--- src/rtl/imh_pkg.sv ---
// ----------------------------------------------------------------------------
// imh_pkg
// Types and constants shared by the indexed max-heap unit.
// ----------------------------------------------------------------------------
package imh_pkg;
    localparam int CAPACITY     = 1024;
    localparam int HANDLE_COUNT = 1024;
    localparam int SLOT_W       = $clog2(CAPACITY);
    localparam int HIDX_W       = $clog2(HANDLE_COUNT);
    localparam int HANDLE_W     = $clog2(HANDLE_COUNT + 1);
    localparam int OCC_W        = SLOT_W + 1;

    // command queue between front and back; depth must be a power of two
    localparam int CMDQ_DEPTH   = 2;
    localparam int CMDQ_PTR_W   = $clog2(CMDQ_DEPTH);

    localparam logic       OP_PUSH   = 1'b0;
    localparam logic       OP_REMOVE = 1'b1;
    localparam logic [1:0] ST_OK      = 2'd0;
    localparam logic [1:0] ST_REFUSED = 2'd1;
    localparam logic [1:0] ST_UNKNOWN = 2'd2;

    typedef struct packed {
        logic               op;
        logic signed [31:0] value;
        logic [HANDLE_W-1:0] handle;
    } in_item_t;

    typedef struct packed {
        logic [HANDLE_W-1:0] new_handle;
        logic signed [31:0]  top_value;
        logic                is_empty;
        logic [1:0]          status;
    } out_item_t;

    // classified command from front to back
    typedef struct packed {
        logic               op;
        logic               bad;
        logic signed [31:0] value;
        logic [HIDX_W-1:0]  hidx;
    } cmd_t;
endpackage

--- src/rtl/imh_front.sv ---
// ----------------------------------------------------------------------------
// imh_front
// Accepts items, range-checks the handle and queues commands for the back end.
// ----------------------------------------------------------------------------
module imh_front
(
    input  logic              clk,
    input  logic              rst_n,
    input  logic              push,
    output logic              full,
    input  imh_pkg::in_item_t in_item,
    output logic              cmd_valid,
    output imh_pkg::cmd_t     cmd,
    input  logic              cmd_take
);
    import imh_pkg::*;

    cmd_t                  q_reg [CMDQ_DEPTH];
    logic [CMDQ_PTR_W-1:0] wp_reg, wp_next, rp_reg, rp_next;
    logic [CMDQ_PTR_W:0]   cnt_reg, cnt_next;
    cmd_t                  c_in;
    logic                  do_push;

    always_comb
    begin
        c_in.op    = in_item.op;
        c_in.value = in_item.value;
        c_in.hidx  = HIDX_W'(in_item.handle - HANDLE_W'(1));
        c_in.bad   = (in_item.handle == '0)
                   || (32'(in_item.handle) > 32'(HANDLE_COUNT));
    end

    assign full      = (cnt_reg == (CMDQ_PTR_W+1)'(CMDQ_DEPTH));
    assign do_push   = push && !full;
    assign cmd_valid = (cnt_reg != '0);
    assign cmd       = q_reg[rp_reg];

    always_comb
    begin
        wp_next  = do_push ? wp_reg + 1'b1 : wp_reg;
        rp_next  = cmd_take ? rp_reg + 1'b1 : rp_reg;
        cnt_next = cnt_reg + (CMDQ_PTR_W+1)'(do_push) - (CMDQ_PTR_W+1)'(cmd_take);
    end

    always_ff @(posedge clk or negedge rst_n)
    begin
        if (!rst_n)
        begin
            wp_reg  <= '0;
            rp_reg  <= '0;
            cnt_reg <= '0;
        end
        else
        begin
            wp_reg  <= wp_next;
            rp_reg  <= rp_next;
            cnt_reg <= cnt_next;
        end
    end

    always_ff @(posedge clk)
    begin
        if (do_push)
        begin
            q_reg[wp_reg] <= c_in;
        end
    end
endmodule

--- config.mk ---
export PLATFORM = sky130hd
export DESIGN_NAME = imh_front
export DESIGN_NICKNAME = d
export VERILOG_FILES = /design/src/rtl/imh_pkg.sv /design/src/rtl/imh_front.sv
export SDC_FILE = /design/constraint.sdc
export NUM_CORES = 1
export LEC_CHECK = 0
export BUFFER_PORTS_ARGS = -buffer_cell sky130_fd_sc_hd__buf_2
export CAP_MARGIN = 20
export CORE_MARGIN = 1
export CORE_UTILIZATION = 52
export CTS_CLUSTER_DIAMETER = 30
export DETAILED_ROUTE_END_ITERATION = 8
export PLACE_DENSITY_LB_ADDON = 0.15
export SLEW_MARGIN = 20
export SYNTH_ARGS = -nofsm -noshare
export SYNTH_HDL_FRONTEND = slang
export SYNTH_SLANG_ARGS = --single-unit
--- constraint.sdc ---
create_clock -name clk -period 3.35 [get_ports clk]
set_input_delay 0.67 -clock clk [delete_from_list [all_inputs] [get_ports clk]]
set_output_delay 0.67 -clock clk [all_outputs]
set_load 0.05 [all_outputs]
After elaboration in Yosys (flattened, before gate mapping)
Memory sizes are Yosys's and may differ from the RTL's.
Cells that the tools add are included.
{"block": "classes", "add_sub_neg": 5, "order_cmp": 1, "n_eq_ne": 1, "n_mux": 2, "n_reduce_logical": 5}
{"cell": "$gt A11 B11 Y1 const B", "n": 1}
{"cell": "$logic_not A11 Y1", "n": 1}
{"cell": "$sub A10 B1 Y10 const B", "n": 1}
{"cell": "$add A1 B1 Y1 const B", "n": 2}
{"cell": "$add A2 B1 Y2", "n": 1}
{"cell": "$eq A2 B2 Y1 const B", "n": 1}
{"cell": "$mux W1", "n": 2}
{"cell": "$reduce_bool A2 Y1", "n": 1}
{"cell": "$sub A2 B1 Y2", "n": 1}
{"cell": "$logic_and A1 B1 Y1", "n": 1}
{"cell": "$logic_not A1 Y1", "n": 1}
{"cell": "$logic_or A1 B1 Y1", "n": 1}
{"block": "word_totals", "reg_bits": 4, "ram_bits": 88, "inputBits": 48, "out_inout_bits": 46, "word_cells": 18, "memories": 1}
{"name": "q_reg", "words": 2, "word_bits": 44, "read_ports": 1, "rd_clocked_by_memory_dff": 0, "write_ports": 1, "line": "imh_front.sv:18", "rtl": "cmd_t q_reg [CMDQ_DEPTH];"}

Depth between registers and ports, before layout
Gate-level depths: netlist of run 1.
{"block": "depth", "ltp_word": 5, "mapped_depth": 7, "depth_no_buf": 7}

Worst setup path before layout of run 1
Ideal clock, no wire load.
{"block": "synth_path", "path_type": "input-to-reg", "start": "in push", "end": "mem q_reg[0][0] (netlist name), enable pin", "setup_ns": 0.445, "arrival_time_ns": 2.614, "required_ns": 2.905, "path_slack_ns": 0.291, "stages": 2, "n_path_buf": 0, "cell_sequence": "nand2_1 -> nor2_1"}
{"block": "synth_via", "elab_chain_len": 3}
{"element": "start: declaration", "line": "imh_front.sv:9", "rtl": "input logic push,"}
{"element": "$logic_and A1 B1 Y1", "line": "imh_front.sv:34", "rtl": "assign do_push = push && !full;"}
{"element": "$mux W1", "line": "imh_front.sv:63", "rtl": "if (do_push)"}
{"element": "$mux W1 (not written as such)", "line": "imh_front.sv:65", "rtl": "q_reg[wp_reg] <= c_in;"}
{"element": "end: declaration", "line": "imh_front.sv:18"}
No other way between the ends.

==> reports/results.txt, run 1 <==
Largest net degree at the start of global routing: 36
Net count after synthesis: 232
Crit-path cells: buf_12 -> mux2_2 -> buf_2
DRC viols: 7
Data required time of the critical path: 2680 ps
Critical Path End Type: primary output
PnR Total Power: 0.00422 W
Row count: 29
Vias in the first global route: 1,890
Worst-path maximum fanout: 24
TritonCTS clock tree: built
Detailed Routing Iterations Pass 1: 6
Global-route wire length before repair: 8.93 mm
Worst setup path class: reg2out
Failing checks: design-rule violations
Relative max-transition margin: 65.6%
Hold buffer count at cts: 0
Overall Global Routing Usage: 17.0%
Number of fill cells in the layout: 477
Routed wire length per instance: 15.6 µm
Later-pin clock latency in the skew report: 340 ps
Antenna diode count: 0
Max FFs per register: 88
Max-cap violations: 0
Placed wire-length estimate: 3.90 mm
Power per Cell Area: 974 nW/µm²
Arrival time of data at the critical path endpoint: 1880 ps
Number of buffers added on ports: 93
Reg clk slew, reported paths: 90 ps
Weighted congestion reported at the end of routability-driven placement: 0.735
Via total after detailed routing: 1,841
Post-Syn Area: 3560 µm²
GRT Residual Overflow: 0
Mean cell area of the mapped netlist: 19.6 µm²
Number of vias per cell after detailed routing: 5.04
Final worst clock skew: 6.62 ps
Level count of the clock H-tree: 3
Peak supply drop: 0.454 mV
Total CTS buffers: 9
Slowest stage cell, crit path: sky130_fd_sc_hd__dfrtp_2
Sum Neg Setup Slack: 0 ps
Highest Clock Rate: 0.393 GHz
Shortest period the worst path allows: 2550 ps
Post-cts resize count: 0
Sequential-to-total area share from yosys stat: 77.1%
Final setup violation count: 0
Post-CTS Setup Repair Bufs: 0
Die H: 84.7 µm
Kind of launch point of the worst setup path: register
Seq cells post-synth: 92
Status: complete, but fails checks
Die span in x: 84.7 µm
Delay of the slowest cell on the worst path: 700 ps
RSZ-0062 raised after global routing: no
Placeable Area: 6460 µm²
Clock Root Buffer: sky130_fd_sc_hd__clkbuf_8
Routed wire length: 5.68 mm
Leakage power: 1.65 nW
Final worst path period share: 76.0%
Total I/O pin count: 94
Yosys cell types: 19
Total Die Area: 7170 µm²
Initial antenna violation count: 0
Proportion of layout cells with a drive suffix above 1: 55.9%
Number of violations reported at the end of detailed-routing iteration 0: 83
Final hold violation count: 0
# clock sinks: 92
Mapped Cells: 181
Total count of max-transition violations in the final report: 0
Yosys Warn Count: 0
Count of nets left with antenna violations after detail routing: 0
Count of nets after finishing: 334
Initial cell density of the core: 55.1%
Synthesis-to-layout area growth: 21.7%
Tightest Hold Check Type: in2async
Maximum buffer depth of the clock tree: 2
Transition time of the tightest slew-check pin: 517 ps
## synthesized netlist by cell type
library cell	number	area (µm²)
sky130_fd_sc_hd__buf_2	5	25.0
sky130_fd_sc_hd__nor3_1	1	5.00
sky130_fd_sc_hd__xor2_1	6	52.6
sky130_fd_sc_hd__inv_1	5	18.8
sky130_fd_sc_hd__nor3b_1	1	7.51
sky130_fd_sc_hd__nor4_2	1	12.5
sky130_fd_sc_hd__xnor2_1	7	61.3
sky130_fd_sc_hd__ha_1	3	37.5
sky130_fd_sc_hd__dfrtp_1	4	100
sky130_fd_sc_hd__edfxtp_1	88	2640
sky130_fd_sc_hd__nand2_1	3	11.3
sky130_fd_sc_hd__and3_1	1	6.26
sky130_fd_sc_hd__or2_2	1	6.26
sky130_fd_sc_hd__nand2b_1	2	12.5
sky130_fd_sc_hd__mux2_2	44	495
sky130_fd_sc_hd__nor4_4	1	21.3
sky130_fd_sc_hd__or3_4	1	11.3
sky130_fd_sc_hd__nor2_1	5	18.8
sky130_fd_sc_hd__nand3_1	2	10.0
## cells in the final DEF (no fill, tap or decap), types with 2 or more instances in the layout
master	instances
sky130_fd_sc_hd__clkbuf_8	9
sky130_fd_sc_hd__buf_2	93
sky130_fd_sc_hd__dfrtp_1	3
sky130_fd_sc_hd__mux2_2	44
sky130_fd_sc_hd__ha_1	3
sky130_fd_sc_hd__xor2_1	6
sky130_fd_sc_hd__xnor2_1	7
sky130_fd_sc_hd__nand3_1	2
sky130_fd_sc_hd__inv_1	5
sky130_fd_sc_hd__nor2_1	4
sky130_fd_sc_hd__clkinv_1	2
sky130_fd_sc_hd__nand2_1	3
sky130_fd_sc_hd__inv_6	2
sky130_fd_sc_hd__edfxtp_1	88
sky130_fd_sc_hd__buf_4	2
sky130_fd_sc_hd__clkinv_2	2
sky130_fd_sc_hd__nand2b_1	2
## final cells by class
| cell class | instances | area, µm² | share of cell area (%) |
|---|---|---|---|
| inverter | 5 | 18.8 | 0.434 |
| clock buffer | 9 | 124 | 2.86 |
| multi-input combinational | 79 | 778 | 18.0 |
| clock inverter | 7 | 65.1 | 1.50 |
| timing repair buffer | 96 | 500 | 11.6 |
| tap | 77 | 96.3 | 2.23 |
| sequential | 92 | 2740 | 63.4 |
## layer usage
layer	vias to the layer above	wire, µm	global-route usage [%]
li1	888	-	-
met1	890	2400	20.4
met2	53	2860	27.9
met3	10	320	5.11
met4	0	102	8.78
met5	-	0	0
## logic make-up after synthesis
kind of cell / share of synthesized area, %
buffers and inverters: 1.23
muxes: 13.9
DFF: 77.1
xor gates and xnor gates: 3.20
and+or+nand+nor: 3.45
adders and majority gates: 1.06
## stage by stage
stage               cell area, µm²  hold WS, ps  worst slack [ps]  util (%)  instances
floorplan                     3560          374               291         -        181
global placement              4140          481              1140      64.1        349
detailed placement            4140          482              1150      64.1        349
CTS                           4330         90.6               747      67.0        365
global route                  4330         91.4               691      67.0        365
finish                        4330          115               804      67.0        365
## report_power, final
| part | internal, W | switching (W) | total [W] |
|---|---|---|---|
| sequential | 0.00158 | 0.000118 | 0.00169 |
| combinational | 0.000517 | 0.00130 | 0.00182 |
| clock | 0.000343 | 0.000363 | 0.000706 |
| total | 0.00244 | 0.00178 | 0.00422 |
## path summary, 6_finish.rpt
check                                 start  slack [ps]      endpoint  cells after the start
worst max-delay path                 rp_reg         800       cmd[37]                      3
worst min-delay path                  rst_n         120    cnt_reg[0]                      1
worst max register to register   cnt_reg[0]        1560  q_reg[0][42]                      4
worst min register to register   cnt_reg[0]         540    cnt_reg[0]                      1
max in group asynchronous             rst_n        3100        rp_reg                      1
min in group clk                in_item[13]         510  q_reg[1][12]                      1
## worst max-delay path, delay by kind of cell (launching register included)
kind | cells | cell delay, ps
flops | 1 | 700
mux | 1 | 350
buf+inv | 2 | 460
Power figures use the tool's default switching activity.
==> run 2: changes to the inputs <==
Clock period 3.35 ns to 2.4 ns, I/O delays scaled along.
==> reports/results.txt, run 2 (synthesis results as in run 1) <==
Routed wire length: 5.72 mm
Min-Delay Endpoint: q_reg[1][29]
Weighted congestion reported at the end of routability-driven placement: 0.761
Detailed Routing Iterations Pass 1: 6
Highest Clock Rate: 0.477 GHz
Worst setup path class: reg2out
Slowest stage cell, crit path: sky130_fd_sc_hd__mux2_2
Most common cell after layout, fill and taps aside: sky130_fd_sc_hd__buf_2
Number of placed instances, taps included: 352
R2r startpoint: cnt_reg[1]
Commonest cells after routing, fill and taps aside: 93 x sky130_fd_sc_hd__buf_2, 88 x sky130_fd_sc_hd__edfxtp_1, 44 x sky130_fd_sc_hd__mux2_2, 9 x sky130_fd_sc_hd__clkbuf_8, 7 x sky130_fd_sc_hd__xnor2_1
Final setup violation count: 0
DRC viols: 0
Worst-path maximum fanout: 24
Worst setup slack after placement: 650 ps
Initial cell density of the core: 55.1%
Routed wire length per instance: 15.6 µm
Status: finished clean
Clock Root Buffer: sky130_fd_sc_hd__clkbuf_8
Buffers & Inverters on Critical Path: 2
Total count of max-transition violations in the final report: 0
Via total after detailed routing: 1,900
Number of vias per cell after detailed routing: 5.16
GRT Residual Overflow: 0
Final worst path period share: 87.4%
Overall Global Routing Usage: 16.9%
Proportion of layout cells with a drive suffix above 1: 55.7%
Relative max-transition margin: 69.3%
Worst R2R End: cnt_reg[1]
RSZ-0062 raised after global routing: no
Number of violations reported at the end of detailed-routing iteration 0: 55
Row count: 29
Crit-path cells: buf_4 -> mux2_2 -> buf_2
Reg clk slew, reported paths: 80 ps
Logic depth of the worst register-to-register path: 7
Total Die Area: 7170 µm²
Leakage power: 1.66 nW
Total I/O pin count: 94
Critical Path End Type: primary output
Peak supply drop: 0.807 mV
Shortest period the worst path allows: 2100 ps
Number of cells on the worst hold path: 1
Kind of launch point of the worst setup path: register
Min Hold Slack: 315 ps
Internal reg-to-reg setup slack: 820 ps
Hold_sp: in_item[30]
Total CTS buffers: 9
Arrival time of data at the critical path endpoint: 1620 ps
Level count of the clock H-tree: 3
Cell family contributing the most delay on the critical path: buffers and inverters
Die H: 84.7 µm
Later-pin clock latency in the skew report: 350 ps
TritonCTS clock tree: built
Maximum buffer depth of the clock tree: 2
Largest net degree at the start of global routing: 26
Transition time of the tightest slew-check pin: 456 ps
# clock sinks: 92
Initial antenna violation count: 0
Non-filler cells, final: 368
Power per Cell Area: 1350 nW/µm²
Sum Neg Setup Slack: 0 ps
Number of buffers added on ports: 93
Placed wire-length estimate: 3.88 mm
Die span in x: 84.7 µm
Tightest Hold Check Type: in2reg
Global-route wire length before repair: 8.70 mm
Count of nets after finishing: 338
Delay of the slowest cell on the worst path: 380 ps
Antenna diode count: 0
Count of nets left with antenna violations after detail routing: 0
Synthesis-to-layout area growth: 22.4%
Final hold violation count: 0
Max-cap violations: 0
Post-layout worst setup margin: 302 ps
Final worst clock skew: 7.07 ps
Max FFs per register: 88
Vias in the first global route: 1,889
Placeable Area: 6460 µm²
Data required time of the critical path: 1920 ps
run 2: cell type report:
type | count | area [µm²]
multi-input combinational | 79 | 778
clock buffer | 10 | 128
inverter | 5 | 18.8
timing repair buffer | 100 | 533
sequential | 92 | 2740
tap | 77 | 96.3
fill | 472 | 2110
clock inverter | 5 | 53.8
run 2: what timing repair did:
action,in CTS,in global routing
hold endpoints to repair,4,0
resized for setup,0,0
buffers inserted,0,0
hold buffers,1,0
run 2: how the worst max path moves through the flow:
stage                     startpoint  slack (ps)     endpoint  depth (start not counted)
after floorplan           cnt_reg[1]         250  q_reg[0][0]                          3
after global placement        rp_reg         670      cmd[17]                          3
after detailed placement      rp_reg         650      cmd[17]                          3
after CTS                     rp_reg         260      cmd[17]                          3
after global routing          rp_reg         220       cmd[8]                          3
final                         rp_reg         300      cmd[17]                          3
run 2: layer usage:
metal,share of wire [%],GRT usage (%),vias to the layer above
met5,0,0,-
met4,1.7,10.5,0
met3,4.7,4.03,8
met2,51,28.4,57
met1,42,19.6,933
li1,-,-,902
run 2: per-stage QoR:
step	total power, W	util [%]	cell area, µm²
2_1_floorplan	0.00439	-	3560
3_3_place_gp	0.00496	64.4	4160
3_5_place_dp	0.00499	64.4	4160
4_1_cts	0.00595	67.4	4350
5_1_grt	0.00613	67.4	4350
6_report	0.00588	67.4	4350
run 2: power by group:
part	leakage, nW	internal (W)	switching, W
logic	0.711	0.000740	0.00189
clock network	0.0874	0.000471	0.000494
registers	0.863	0.00220	0.0000925
total	1.66	0.00341	0.00247
==> run 3: changes to the inputs <==
Settings changed: ABC_AREA from default to 1, CORE_UTILIZATION 52 to 53, MAX_ROUTING_LAYER from default to met4.
==> reports/results.txt, run 3 <==
Overall Global Routing Usage: 16.7%
Max-cap violations: 0
Placed wire-length estimate: 3.96 mm
Reg clk slew, reported paths: 90 ps
Final worst clock skew: 8.57 ps
Final worst path period share: 90.0%
Met2 usage: 26.5%
Largest net degree at the start of global routing: 40
Arrival time of data at the critical path endpoint: 1680 ps
Initial cell density of the core: 55.6%
Async S/R FF share, synth: 4.35%
Weighted congestion reported at the end of routability-driven placement: 0.758
Number of buffers added on ports: 93
Detailed Routing Iterations Pass 1: 4
Post-cts resize count: 0
Post-Syn Area: 3820 µm²
Most used routing layer in global routing: met2
Later-pin clock latency in the skew report: 340 ps
Status: finished clean
Shortest period the worst path allows: 2160 ps
Maximum buffer depth of the clock tree: 2
Leakage power: 1.95 nW
Post-layout instance area: 4690 µm²
Count of nets left with antenna violations after detail routing: 0
R2r startpoint: cnt_reg[1]
Die span in x: 86.9 µm
Most used standard cell by instance count after synthesis: sky130_fd_sc_hd__edfxtp_1
Area taken by flip-flops and latches: 2740 µm²
Via total after detailed routing: 1,972
Global-route wire length before repair: 8.85 mm
Mapped Cells: 208
Cell type with the highest aggregate area in the netlist: sky130_fd_sc_hd__edfxtp_1
Non-filler cells, final: 413
Commonest cells after routing, fill and taps aside: 93 x sky130_fd_sc_hd__buf_2, 88 x sky130_fd_sc_hd__edfxtp_1, 39 x sky130_fd_sc_hd__mux2_4, 17 x sky130_fd_sc_hd__nand2_1, 15 x sky130_fd_sc_hd__inv_1
RSZ-0062 raised after global routing: no
Post-CTS Setup Repair Bufs: 0
Post-DP Area: 4410 µm²
Transition time of the tightest slew-check pin: 352 ps
Initial antenna violation count: 0
Total count of max-transition violations in the final report: 0
Hold buffer count at cts: 1
Antenna diode count: 0
Data required time of the critical path: 1920 ps
Yosys cell types: 19
Level count of the clock H-tree: 3
Number of synthesized flops with an enable pin: 88
Total Die Area: 7550 µm²
Routed wire length per instance: 13.9 µm
Die H: 86.9 µm
DRC viols: 0
Final setup violation count: 0
# clock sinks: 92
Peak supply drop: 0.703 mV
Sum Neg Setup Slack: 0 ps
Leading post-synthesis cells by cell area: sky130_fd_sc_hd__edfxtp_1 69%, sky130_fd_sc_hd__mux2_4 15%, sky130_fd_sc_hd__dfrtp_1 2.6%
Critical Path End Type: primary output
Net count after synthesis: 259
Worst setup path class: reg2out
GRT Residual Overflow: 0
Combined area of the multi-input logic cells: 938 µm²
Vias in the first global route: 1,930
Seq cells post-synth: 92
Final hold violation count: 0
Highest Clock Rate: 0.463 GHz
Met1 global-route usage: 20.0%
Tightest Hold Check Type: in2reg
Number of violations reported at the end of detailed-routing iteration 0: 123
Hold_sp: in_item[26]
Kind of launch point of the worst setup path: register
Number of placed instances, taps included: 396
Sequential-to-total area share from yosys stat: 71.8%
Total CTS buffers: 9
Routed wire length: 5.76 mm
Met3 Resource Use GR: 4.08%
Proportion of layout cells with a drive suffix above 1: 52.1%
TritonCTS clock tree: built
Mean cell area of the mapped netlist: 18.4 µm²
Area fraction of the dominant cell type after synthesis: 69.2%
Leading post-synthesis cells by instance count: 88 x sky130_fd_sc_hd__edfxtp_1, 39 x sky130_fd_sc_hd__mux2_4, 17 x sky130_fd_sc_hd__nand2_1, 15 x sky130_fd_sc_hd__inv_1
Synthesis-to-layout area growth: 22.8%
Placeable Area: 6870 µm²
Yosys Warn Count: 0
Clock Root Buffer: sky130_fd_sc_hd__clkbuf_8
Number of vias per cell after detailed routing: 4.77
Power per Cell Area: 1400 nW/µm²
Count of nets after finishing: 363
Ys flop type: sky130_fd_sc_hd__edfxtp_1
Max FFs per register: 88
Worst-path maximum fanout: 20
Relative max-transition margin: 76.5%
Row count: 30
Number of fill cells in the layout: 491
Startpoint of the worst setup timing path: rp_reg
Most common cell after layout, fill and taps aside: sky130_fd_sc_hd__buf_2
Total I/O pin count: 94
run 3: changes by cell type after synthesis, moves of 3 or more:
| cell | before | now |
|---|---|---|
| sky130_fd_sc_hd__nor2_1 | 5 | 8 |
| sky130_fd_sc_hd__nand3_1 | 2 | 8 |
| sky130_fd_sc_hd__mux2_4 | 0 | 39 |
| sky130_fd_sc_hd__nand2_1 | 3 | 17 |
| sky130_fd_sc_hd__mux2_2 | 44 | 5 |
| sky130_fd_sc_hd__buf_12 | 0 | 4 |
| sky130_fd_sc_hd__buf_2 | 5 | 0 |
| sky130_fd_sc_hd__inv_1 | 5 | 15 |
| sky130_fd_sc_hd__xnor2_1 | 7 | 2 |
| sky130_fd_sc_hd__o21ai_0 | 0 | 3 |
run 3: kinds of logic after synthesis:
| family | count (synthesis) | share of synthesized area (%) |
|---|---|---|
| mux | 44 | 16.8 |
| simple gates | 37 | 4.16 |
| fa+ha+maj | 3 | 0.983 |
| compound gates | 4 | 0.623 |
| buf+inv | 21 | 3.97 |
| xor+xnor | 7 | 1.61 |
| flops | 92 | 71.8 |
run 3: final timing paths:
kind                           endpoint  slack (ps)  cells after the start
setup / recovery                cmd[43]         240                      3
hold / removal             q_reg[1][25]         320                      1
setup reg to reg           q_reg[1][17]         940                      4
hold reg to reg              cnt_reg[0]         590                      1
max in group asynchronous        rp_reg        1800                      2
min in group asynchronous    cnt_reg[0]         460                      2
run 3: final cells by class:
type                            count  area share (%)
Clock buffer                        9            2.64
Timing Repair Buffer               98            11.9
Clock inverter                      7            3.10
Sequential cell                    92            58.5
Inverter                           16            1.28
Tap cell                           96            2.56
Multi-Input combinational cell     95            20.0
run 3: worst max-delay path, stage by stage, from the launching register on:
cell and delay, ps:
sky130_fd_sc_hd__dfrtp_2 540, sky130_fd_sc_hd__buf_12 230, sky130_fd_sc_hd__mux2_2 340, sky130_fd_sc_hd__buf_2 210
run 3: metal layers:
metal	up-vias	routed length (µm)
met1	940	2550
met4	0	103
met2	55	2820
met5	-	0
met3	11	283
li1	966	-
run 3: power by group:
group | switching (W) | internal, W | leakage, nW
Combinational | 0.00192 | 0.000958 | 0.955
Clock | 0.000525 | 0.000804 | 0.130
Sequential | 0.000134 | 0.00220 | 0.863
Total | 0.00258 | 0.00396 | 1.95
run 3: per-stage QoR:
step	hold slack [ps]	util [%]	worst slack (ps)	total power (W)
after global routing	290	68.2	156	0.00681
after CTS	300	68.2	214	0.00661
after detailed placement	295	64.2	604	0.00529
final	318	68.2	241	0.00654
after floorplan	184	-	-453	0.00481
after global placement	294	64.2	607	0.00527
